$ cat src/rtl/bdpc_pkg.sv
// ----------------------------------------------------------------------------
// bdpc_pkg
// Shared types and constants for the button debounce and press classifier.
// ----------------------------------------------------------------------------
`default_nettype none

package bdpc_pkg;

  // configuration register indexes
  localparam int unsigned CfgIdxWidth = 8;
  localparam logic [CfgIdxWidth-1:0] CFG_DEBOUNCE_TICKS   = 8'd0;
  localparam logic [CfgIdxWidth-1:0] CFG_LONG_PRESS_TICKS = 8'd1;

  // field widths fixed by the interface
  localparam int unsigned CountWidth    = 16;
  localparam int unsigned DurationWidth = 16;

  // reset values of the configuration registers
  localparam logic [CountWidth-1:0] DebounceTicksRst  = 16'd50;
  localparam logic [CountWidth-1:0] LongPressTicksRst = 16'd500;

  // press event codes
  typedef enum logic [1:0] {
    EV_NONE  = 2'd0,
    EV_SHORT = 2'd1,
    EV_LONG  = 2'd2
  } press_event_e;

  // one result beat
  typedef struct packed {
    logic                     debounced_level;
    press_event_e             press_event;
    logic [DurationWidth-1:0] press_duration;
  } result_t;

endpackage

`default_nettype wire

$ cat src/rtl/button_debounce_press_classifier.sv
// ----------------------------------------------------------------------------
// button_debounce_press_classifier
// Debounces an active-low button sampled once per tick and classifies each
// release as a short or long press.
// ----------------------------------------------------------------------------
// path: an input beat reaches its result beat through the input register,
//   then the result register
// throughput: one tick per cycle; both registers advance together when the
//   result register is free or being drained
// reset: level released, counters cleared, thresholds 50 and 500 ticks
`default_nettype none

module button_debounce_press_classifier
  import bdpc_pkg::*;
#(
  parameter int unsigned TIMER_WIDTH = 16
) (
  input  wire logic                   clk_i,
  input  wire logic                   rst_ni,
  // input stream
  input  wire logic                   s_axis_tvalid,
  output logic                        s_axis_tready,
  input  wire logic [7:0]             s_axis_tdata,   // [0] raw_level
  // result stream
  output logic                        m_axis_tvalid,
  input  wire logic                   m_axis_tready,
  output logic [23:0]                 m_axis_tdata,   // [0] debounced_level,
                                                      // [16:1] press_duration
  output logic [1:0]                  m_axis_tuser,   // [1:0] press_event
  // configuration writes
  input  wire logic                   cfg_valid_i,
  output logic                        cfg_ready_o,
  input  wire logic [CfgIdxWidth-1:0] cfg_index_i,
  input  wire logic [CountWidth-1:0]  cfg_data_i
);

  logic                  in_valid_q;
  logic                  raw_q;
  logic                  out_valid_q;
  result_t               result_q;
  result_t               result;
  logic                  out_free;
  logic                  step;
  logic                  stable_level;
  logic [CountWidth-1:0] debounce_ticks_q;
  logic [CountWidth-1:0] long_press_ticks_q;

  // configuration registers
  assign cfg_ready_o = 1'b1;

  always_ff @(posedge clk_i or negedge rst_ni) begin
    if (!rst_ni) begin
      debounce_ticks_q   <= DebounceTicksRst;
      long_press_ticks_q <= LongPressTicksRst;
    end else if (cfg_valid_i) begin
      if (cfg_index_i == CFG_DEBOUNCE_TICKS) begin
        debounce_ticks_q <= cfg_data_i;
      end
      if (cfg_index_i == CFG_LONG_PRESS_TICKS) begin
        long_press_ticks_q <= cfg_data_i;
      end
    end
  end

  // pipeline handshake
  assign out_free      = !out_valid_q || m_axis_tready;
  assign step          = in_valid_q && out_free;
  assign s_axis_tready = !in_valid_q || out_free;

  // input register
  always_ff @(posedge clk_i or negedge rst_ni) begin
    if (!rst_ni) begin
      in_valid_q <= 1'b0;
    end else if (s_axis_tready) begin
      in_valid_q <= s_axis_tvalid;
    end
  end

  always_ff @(posedge clk_i) begin
    if (s_axis_tvalid && s_axis_tready) begin
      raw_q <= s_axis_tdata[0];
    end
  end

  // per tick logic
  bdpc_debounce u_debounce (
    .clk_i            (clk_i),
    .rst_ni           (rst_ni),
    .step_i           (step),
    .raw_level_i      (raw_q),
    .debounce_ticks_i (debounce_ticks_q),
    .stable_level_o   (stable_level)
  );

  bdpc_press #(
    .TIMER_WIDTH (TIMER_WIDTH)
  ) u_press (
    .clk_i              (clk_i),
    .rst_ni             (rst_ni),
    .step_i             (step),
    .stable_level_i     (stable_level),
    .long_press_ticks_i (long_press_ticks_q),
    .result_o           (result)
  );

  // result register
  always_ff @(posedge clk_i or negedge rst_ni) begin
    if (!rst_ni) begin
      out_valid_q <= 1'b0;
    end else if (out_free) begin
      out_valid_q <= in_valid_q;
    end
  end

  always_ff @(posedge clk_i) begin
    if (step) begin
      result_q <= result;
    end
  end

  assign m_axis_tvalid = out_valid_q;
  assign m_axis_tdata  = {7'd0, result_q.press_duration, result_q.debounced_level};
  assign m_axis_tuser  = result_q.press_event;

  // a press is reported only on release
  assert property (@(posedge clk_i) disable iff (!rst_ni)
    out_valid_q && (result_q.press_event != EV_NONE) |-> result_q.debounced_level)
    else $error("press event without released level");

  // no event, no duration
  assert property (@(posedge clk_i) disable iff (!rst_ni)
    out_valid_q && (result_q.press_event == EV_NONE) |-> (result_q.press_duration == '0))
    else $error("duration reported without event");

  // classification agrees with the reported duration
  assert property (@(posedge clk_i) disable iff (!rst_ni)
    out_valid_q && (result_q.press_event == EV_LONG)
    |-> (result_q.press_duration >= long_press_ticks_q))
    else $error("long press shorter than threshold");

  assert property (@(posedge clk_i) disable iff (!rst_ni)
    out_valid_q && (result_q.press_event == EV_SHORT)
    |-> (result_q.press_duration < long_press_ticks_q))
    else $error("short press at or above threshold");

  // input stalls only behind a held tick
  assert property (@(posedge clk_i) disable iff (!rst_ni)
    !s_axis_tready |-> in_valid_q && out_valid_q)
    else $error("input stalled with free pipeline");

endmodule

`default_nettype wire

$ cat src/rtl/bdpc_debounce.sv
// ----------------------------------------------------------------------------
// bdpc_debounce
// Mismatch counter and stable level; gives the stable level after this tick.
// ----------------------------------------------------------------------------
`default_nettype none

module bdpc_debounce
  import bdpc_pkg::*;
(
  input  wire logic                  clk_i,
  input  wire logic                  rst_ni,
  input  wire logic                  step_i,
  input  wire logic                  raw_level_i,
  input  wire logic [CountWidth-1:0] debounce_ticks_i,
  output logic                       stable_level_o
);

  logic                  stable_q, stable_d;
  logic [CountWidth-1:0] mismatch_q, mismatch_d;
  logic [CountWidth-1:0] mismatch_inc;

  // saturating mismatch count and level acceptance
  always_comb begin
    mismatch_inc = (mismatch_q != '1) ? mismatch_q + 1'b1 : mismatch_q;
    stable_d     = stable_q;
    mismatch_d   = '0;
    if (raw_level_i != stable_q) begin
      if (mismatch_inc >= debounce_ticks_i) begin
        stable_d = raw_level_i;
      end else begin
        mismatch_d = mismatch_inc;
      end
    end
  end

  always_ff @(posedge clk_i or negedge rst_ni) begin
    if (!rst_ni) begin
      stable_q   <= 1'b1;
      mismatch_q <= '0;
    end else if (step_i) begin
      stable_q   <= stable_d;
      mismatch_q <= mismatch_d;
    end
  end

  assign stable_level_o = stable_d;

endmodule

`default_nettype wire

$ cat src/rtl/bdpc_press.sv
// ----------------------------------------------------------------------------
// bdpc_press
// Press timer and edge classifier; builds one result from the stable level.
// ----------------------------------------------------------------------------
`default_nettype none

module bdpc_press
  import bdpc_pkg::*;
#(
  parameter int unsigned TIMER_WIDTH = 16
) (
  input  wire logic                  clk_i,
  input  wire logic                  rst_ni,
  input  wire logic                  step_i,
  input  wire logic                  stable_level_i,
  input  wire logic [CountWidth-1:0] long_press_ticks_i,
  output result_t                    result_o
);

  localparam int unsigned CmpWidth = (TIMER_WIDTH > DurationWidth) ? TIMER_WIDTH
                                                                   : DurationWidth;

  logic                   prev_q;
  logic [TIMER_WIDTH-1:0] timer_q, timer_d;
  logic [TIMER_WIDTH-1:0] timer_inc;
  logic [CmpWidth-1:0]    timer_ext;
  logic [CmpWidth-1:0]    long_ext;
  result_t                result;

  // timer runs while the previous level is pressed, then edges are handled
  always_comb begin
    timer_inc = (!prev_q && (timer_q != '1)) ? timer_q + 1'b1 : timer_q;
    timer_ext = CmpWidth'(timer_inc);
    long_ext  = CmpWidth'(long_press_ticks_i);
    timer_d   = timer_inc;
    result.debounced_level = stable_level_i;
    result.press_event     = EV_NONE;
    result.press_duration  = '0;
    if (stable_level_i != prev_q) begin
      if (!stable_level_i) begin
        timer_d = '0;
      end else begin
        result.press_event    = (timer_ext >= long_ext) ? EV_LONG : EV_SHORT;
        result.press_duration = (timer_ext > CmpWidth'({DurationWidth{1'b1}}))
                                ? {DurationWidth{1'b1}} : timer_ext[DurationWidth-1:0];
      end
    end
  end

  always_ff @(posedge clk_i or negedge rst_ni) begin
    if (!rst_ni) begin
      prev_q  <= 1'b1;
      timer_q <= '0;
    end else if (step_i) begin
      prev_q  <= stable_level_i;
      timer_q <= timer_d;
    end
  end

  assign result_o = result;

endmodule

`default_nettype wire

$ cat config.mk
export PLATFORM = sky130hd
export DESIGN_NAME = button_debounce_press_classifier
export DESIGN_NICKNAME = d
export VERILOG_FILES = /design/src/rtl/bdpc_pkg.sv /design/src/rtl/button_debounce_press_classifier.sv /design/src/rtl/bdpc_debounce.sv /design/src/rtl/bdpc_press.sv
export SDC_FILE = /design/constraint.sdc
export NUM_CORES = 1
export LEC_CHECK = 0
export ABC_CLOCK_PERIOD_IN_PS = 5200
export BUFFER_PORTS_ARGS = -buffer_cell sky130_fd_sc_hd__buf_2
export CORE_ASPECT_RATIO = 0.7
export CORE_MARGIN = 2
export CORE_UTILIZATION = 58
export CTS_CLUSTER_DIAMETER = 40
export DETAILED_ROUTE_END_ITERATION = 10
export GPL_TIMING_DRIVEN = 0
export PLACE_DENSITY_LB_ADDON = 0.12
export SYNTH_ARGS = -nofsm -noshare
export SYNTH_HDL_FRONTEND = slang
export SYNTH_SLANG_ARGS = --single-unit
$ cat constraint.sdc
create_clock -name clk_i -period 5.2 [get_ports clk_i]
set_clock_uncertainty 0.05 [all_clocks]
set_input_delay 0.78 -clock clk_i [delete_from_list [all_inputs] [get_ports clk_i]]
set_output_delay 0.78 -clock clk_i [all_outputs]
set_load 0.01 [all_outputs]
==> results summary, run 1 <==
The run finished with clean final reports. The antenna cell count came out at 0. Routability-driven placement finished with a final weighted congestion of 0.844. The floorplan has 28 rows.

The maximum count of clock buffers along a single path came out at 2. Along the worst hold path, the cell count comes to 1. The post-cts repair resize count is 0. Across the run, the number of max-cap violations was 0. For this run, asynchronously set or reset flops after synthesis account for 77.0%. TritonCTS built the clock tree. The final wirelength came out at 11,600 um. The count of flip-flops with a built-in enable after synthesis came out at 20. The mean area per synthesized cell is 10.1 sq um. The die is 82.5 um tall.

The setup TNS after final layout came out at 0 ns. The wire length of the first global-routing pass is 18,700 um. The cell area after placement is 0.00553 sq mm.

The mapped netlist covers 0.00511 sq mm. For this run, the post-layout net count is 645. The arrival time at the worst endpoint is 4.94 ns. The setup fix buffers added after clock tree synthesis is 0.

The final design instance area without fill came out at 0.00580 sq mm. The final critical path takes up 91.5% of the cycle. The worst path needs 4.76 ns of the cycle, external delays included. The global router's overall resource usage is 26.4%. The critical path is of the register to register type.

The quantity of hold-fixing buffers added after cts came out at 0. The worst setup path is captured at a register. For this run, the top clock speed supported by timing is 210 MHz. The number of endpoints failing setup at the final stage is 0.

The pin slew with the least headroom to its limit came out at 0.856 ns. In this run the remaining antenna-violating nets after routing total 0. The critical hold path startpoint is in_valid_q. The destination of the worst hold path is m_axis_tvalid. After synthesis the netlist holds a flip-flop and latch count of 87.

The initial core utilization came out at 60.0%. The area growth from synthesis to layout is 13.6%. The via count of the first global-routing pass came to 3,826.

For the worst setup path, the data required time is 5.38 ns. Summed over all layers, the global routing overflow is 0. The die footprint came out at 0.00958 sq mm. The largest driver fanout on the critical path is 10. In the layout the commonest cells are 57 x dfrtp_1, 50 x buf_2, 47 x inv_1, 46 x nand2_1, 35 x ha_1. The remaining design rule violation count is 0. The standby leakage power came out at 2.83 nW. Counting cells, the worst reg-to-reg path comes to 17. Entering global routing, the biggest net connects 68 pins. Setup repair after global routing left no endpoint under its margin. Power comes to 1.81 mW. The clock root buffer is clkbuf_16. In this run the critical register-to-register path is captured at u_press.timer_q[2]. The path type of the worst min-delay path is register to register. In this run, the number of DRC markers left after iteration 0 of detailed routing was 270.

The number of search-and-repair iterations in the first detailed-routing pass came out at 5. The clock tree synthesis step divided the H-tree into 3 levels. The power density over cell area is 313 mW/mm^2. The quantity of I/O buffers inserted on ports is 50. The core region area is 0.00851 sq mm. The share of final-layout standard cells stronger than drive strength 1 is 21.1%. The number of warnings reported in the yosys synthesis log came out at 0.

The number of antenna violations at the first check in global routing was 0. The worst slew margin relative to its limit came out at 42.9%. Using the TritonRoute via totals, the vias-per-cell ratio works out to 5.76. The half-perimeter wire length after detailed placement is 8570 um. The number of failing hold endpoints at the final stage came out at 0. Of the synthesized area, sequential elements account for 44.8%. Leaving out fill and tap cells, the most frequent cell in the layout is dfrtp_1.

In this run the critical register-to-register path is launched from u_debounce.mismatch_q[6]. IR analysis of the VDD net gives a maximum drop of 212 uV. The average routed wire per standard cell is 16.7 um. The total clock buffers created by CTS is 9. The count of mapped cells out of synthesis is 506.

The type of origin of the critical path is a register. The worst reg-to-reg setup slack is 0.44 ns. The clock network latency to the later pin of the worst-skew pair came out at 0.35 ns. The final design utilization is 68.2%. The total count of max-transition violations in the final report came out at 0.

For this run, the leading register cell type out of synthesis is dfrtp_1. The x dimension of the die came out at 116 um. Hold is met by 0.445 ns. The number of top-level design ports is 66. The clock net sink count is 87. The routed via count came out at 4,022. After clock tree synthesis, the clock-pin slew on the worst setup and hold paths is 0.06 ns. The number of distinct library cells after synthesis came out at 63.
-- final cells by class --
type | count | area, sq um
Clock inverter | 4 | 21.3
Tap cell | 120 | 150
Timing Repair Buffer | 50 | 253
Sequential cell | 87 | 2290
Clock buffer | 12 | 246
Inverter | 48 | 180
Buffer | 22 | 146
Multi-Input combinational cell | 355 | 2510
Fill cell | 679 | 2710
-- how the worst max path moves through the flow --
stage / start / end / slack [ns] / cells after the start
6_report: u_debounce.mismatch_q[6] / u_press.timer_q[2] / 0.44 / 17
5_1_grt: u_debounce.mismatch_q[6] / u_press.timer_q[4] / 0.11 / 17
4_1_cts: u_debounce.mismatch_q[6] / u_press.timer_q[2] / 0.49 / 17
3_5_place_dp: u_debounce.mismatch_q[6] / u_press.timer_q[2] / 0.53 / 17
3_3_place_gp: u_debounce.mismatch_q[6] / u_press.timer_q[2] / 0.60 / 17
2_1_floorplan: u_debounce.mismatch_q[6] / u_press.timer_q[6] / 1.14 / 18
-- critical path, cell delays in order (launching register included) --
cell and delay (ns):
dfrtp_1 0.47, nand4_1 0.19, or2_1 0.32, or3_4 0.37, buf_6 0.16, and3_1 0.19
xor2_1 0.16, ha_1 0.34, a211oi_1 0.32, and3b_1 0.22, o21ai_2 0.09, a21bo_4 0.26
a22oi_1 0.18, inv_1 0.11, ha_1 0.32, a221oi_4 0.39, nor2_1 0.21, a22o_1 0.29
-- registers in the layout, indices dropped and copies added, names as in the netlist --
signal and cells:
u_press.prev_q 1, long_press_ticks_q 16, debounce_ticks_q 16, m_axis_tvalid 1, u_press.timer_q 16, in_valid_q 1
m_axis_tdata 17, u_debounce.mismatch_q 16, m_axis_tuser 2, raw_q 1
-- through the flow --
step | std cells | setup WS, ns
6_report | 698 | 0.440
5_1_grt | 698 | 0.115
4_1_cts | 698 | 0.485
3_5_place_dp | 682 | 0.533
3_3_place_gp | 682 | 0.602
2_1_floorplan | 512 | 1.14
-- metal layers --
| layer | vias up | GRT usage [%] | share of wire (%) |
|---|---|---|---|
| li1 | 1907 | - | - |
| met1 | 1959 | 37.7 | 48 |
| met2 | 140 | 39.9 | 43 |
| met3 | 16 | 6.13 | 7.3 |
| met4 | 0 | 8.57 | 1.7 |
| met5 | - | 0 | 0 |
-- where the power goes --
group	internal, mW	switching [mW]
logic	0.172	0.231
registers	0.760	0.0633
clock network	0.333	0.255
total	1.27	0.550
-- synth_stat cells (5+ instances only) --
master,n,area (sq um)
a31oi_1,14,87.6
a21boi_0,5,37.5
ha_1,35,438
nand2b_1,12,75.1
mux2_2,18,203
xnor2_1,12,105
o21ai_0,32,160
nand4_1,8,50.1
a21o_1,11,82.6
buf_4,8,60.1
and2_1,11,68.8
a22o_1,5,43.8
nor2_1,20,75.1
and3_1,10,62.6
xor2_1,12,105
a21oi_1,22,110
dfrtp_1,57,1430
nand3_1,15,75.1
nand2_1,46,173
clkbuf_1,8,30.0
o31ai_1,6,45.0
edfxtp_1,20,601
inv_1,47,176
dfstp_2,10,263
-- kinds of logic after synthesis --
| logic type | share of synthesized area (%) |
|---|---|
| flip-flops | 44.8 |
| AO/OA/AOI/OAI | 14.8 |
| buffers and inverters | 6.37 |
| other | 0.147 |
| adder cells (fa/ha/maj) | 8.57 |
| multiplexers | 4.46 |
| XOR/XNOR | 4.12 |
| AND/OR/NAND/NOR | 16.7 |
(Power assumes the default switching activity.)
==> run 2: changes to the inputs <==
Settings changed: ABC_CLOCK_PERIOD_IN_PS 5200 to 4700, CORE_ASPECT_RATIO 0.7 to 1.1, RECOVER_POWER from default to 25.
Clock period 5.2 ns to 4.7 ns, I/O delays scaled along.
==> run 2 against run 1 <==
Via count down 2.2%; wire length down 1.7%; critical endpoint is now u_press.timer_q[6]; die area down 0.12%; highest routed layer unchanged; worst hold slack worse by 0.055 ns; count of clock-buffer cells in the layout down 3; flip-flop and latch count unchanged; clock power down 9.5%; non-clock buffer count up 6; sequential power up 11%.
==> results summary, run 2 (same netlist as run 1, synthesis figures left out) <==
Across the VDD grid, the largest voltage drop is 159 uV. The clock period minus final worst setup slack came out at 4.51 ns. After detailed routing, the average wire length per cell comes to 16.5 um. The total count of max-transition violations in the final report is 0.

The synthesis-to-finish area growth came out at 13.3%. The power share of the combinational group came out at 23.1%. The remaining design rule violation count came out at 0.

In this run switching power makes up 31.9% of total power. The kind of cell with the highest combined delay along the critical path is compound AO/OA/AOI/OAI gates. The cell area after placement is 0.00552 sq mm.

The x dimension of the die came out at 93.5 um. Measured against its own limit, the worst slew margin works out to 41.5%. The critical path goes through nand4_1 -> or2_1 -> or3_4 -> buf_6 -> and3_1 -> xor2_1 -> ha_1 -> a21oi_1 -> a2111oi_2 -> o21a_1 -> nand2_2 -> a22oi_1 -> inv_1 -> ha_2 -> a221oi_4 -> buf_4 -> buf_6 -> o21ai_1 -> a22o_1. In this design, the critical path's most frequently occurring cell is buf_6. The switching power of the nets came out at 0.598 mW. The via count of the first global-routing pass is 3,938. The path type of the worst min-delay path is input pin to asynchronous set/reset pin. The number of nets in the layout came out at 651. For this design, the sink count on the clock tree is 87. In this run the count of I/O pins placed on the die edge is 66. For the pin with the worst max-slew slack, the measured transition is 0.878 ns. The worst setup path is launched from a register. The H-tree depth reported by CTS came out at 3. The largest driver fanout on the critical path came out at 10.

Data on the critical path arrives at its endpoint at 4.71 ns. In the global route stage, overall resource usage came out at 25.7%. The pin count of the biggest net entering global routing is 68. The number of antenna violations at the first check in global routing is 0.

The top cell types in the final layout, fill and taps aside, are 54 x dfrtp_1, 50 x buf_2, 47 x inv_1, 46 x nand2_1, 34 x ha_1. The number of rows created at floorplan came out at 35. The clock network latency to the later pin of the worst-skew pair is 0.36 ns. The die footprint came out at 0.00957 sq mm.

The routed via count came out at 3,934. The core region area is 0.00845 sq mm. The internal portion of the total power is 1.28 mW. The detailed router's first-iteration violation count came out at 174. The clock root buffer is clkbuf_8. The total congestion overflow came out at 0. The share of final-layout standard cells stronger than drive strength 1 is 24.0%. The flow ran to the end, and the final reports show no timing, DRC or antenna violations. The number of maximum-capacitance constraint violations is 0. The via count normalized by instance count came out at 5.66. The flip-flop count of the largest register after layout came out at 17. The share of the clock period used by the worst path after layout came out at 95.9%.

Leaving out fill and tap cells, the most frequent cell in the layout is dfrtp_1. The antenna cell count came out at 0. The element type at the critical path end is a register. The first global-routing pass estimated 18,900 um of wire. The quantity of hold-fixing buffers added after cts is 0. The required time at the worst-slack endpoint is 4.90 ns.

The number of search-and-repair iterations in the first detailed-routing pass came out at 4. The clock-pin slew of the registers on the worst-case setup and hold paths is 0.09 ns. Once layout is done, the placed cells without fillers occupy 0.00579 sq mm. The post-route antenna net violation count came out at 0. The master of the slowest instance on the critical path is dfrtp_2.

The category of the most critical setup path is register to register. Per report_power, the clock group accounts for 28.4% of the total. The final design utilization came out at 68.5%. TritonCTS built the clock tree. The final estimated routing congestion in global placement came out at 0.949. The quantity of I/O buffers inserted on ports is 50. The number of failing hold endpoints at the final stage came out at 0.

Sequential cells burn 48.5% of the power. The vertical die dimension came out at 102 um. The achievable clock frequency came out at 222 MHz. The number of buffers and inverters on the critical path is 4.

The power density over cell area came out at 324 mW/mm^2. The peak per-stage delay on the critical path is 0.43 ns. Summed over all layers, the routed wires come to 11,400 um. Setup violations remaining at the end of the flow were counted as 0. For this configuration, the core starts out at a cell density of 60.4%. The total clock buffers created by CTS came out at 9.

The maximum count of clock buffers along a single path is 2. Setup repair after global routing could not meet its margin everywhere. The standby leakage power is 2.83 nW.

Detailed placement ended at an HPWL of 8590 um.
run 2: changes by cell type in the layout (fill, tap and decap cells not counted), sizes merged:
cell	change
inv	+2
bufinv	+1
clkbuf	-3
buf	+6
run 2: path summary, 6_finish.rpt:
check | start | to | slack, ns | depth (start not counted)
min | rst_ni | long_press_ticks_q[0] | 0.39 | 1
min in group clk_i | in_valid_q | m_axis_tvalid | 0.45 | 1
max in group asynchronous | rst_ni | u_debounce.mismatch_q[7] | 3.56 | 1
max reg2reg | u_debounce.mismatch_q[6] | u_press.timer_q[6] | 0.19 | 19
min reg2reg | in_valid_q | m_axis_tvalid | 0.45 | 1
max | u_debounce.mismatch_q[6] | u_press.timer_q[6] | 0.19 | 19
run 2: repair_timing:
item	CTS	global route
pin swaps	0	1
endpoints found under the setup margin	1	25
buffers inserted	2	4
endpoints found under the hold margin	0	0
gates cloned	0	0
resized for setup	0	10
run 2: cell type report:
cell class | count | area, sq um
clock buffer | 9 | 124
timing repair buffer | 56 | 298
buffer | 22 | 146
multi-input combinational | 355 | 2530
inverter | 48 | 184
tap | 111 | 139
clock inverter | 7 | 71.3
sequential | 87 | 2290
fill | 670 | 2660
run 2: stage by stage:
stage / worst slack, ns / setup TNS (ns) / power, mW / cells / hold slack [ns]
after floorplan: 0.639 / 0 / 1.21 / 512 / 0.359
after global routing: -0.0942 / -0.176 / 1.97 / 695 / 0.444
after detailed placement: -0.00185 / -0.00185 / 1.35 / 673 / 0.431
final: 0.195 / 0 / 1.88 / 695 / 0.390
after global placement: 0.134 / 0 / 1.33 / 673 / 0.419
after CTS: 0.0653 / 0 / 1.88 / 691 / 0.443
run 2: power by group through the flow:
stage,sequential [mW],clock (mW),combinational [mW]
after global placement,0.919,0,0.412
final,0.910,0.533,0.433
after detailed placement,0.923,0,0.429
after floorplan,0.914,0,0.297
after global routing,0.919,0.569,0.486
after CTS,0.907,0.537,0.433
run 2: per-layer routing:
metal | share of wire [%] | global-route usage, % | up-vias
met5 | 0 | 0 | -
met4 | 2.8 | 9.95 | 0
met3 | 3.0 | 3.98 | 25
met2 | 53 | 46.5 | 80
met1 | 41 | 30.9 | 1903
li1 | - | - | 1926
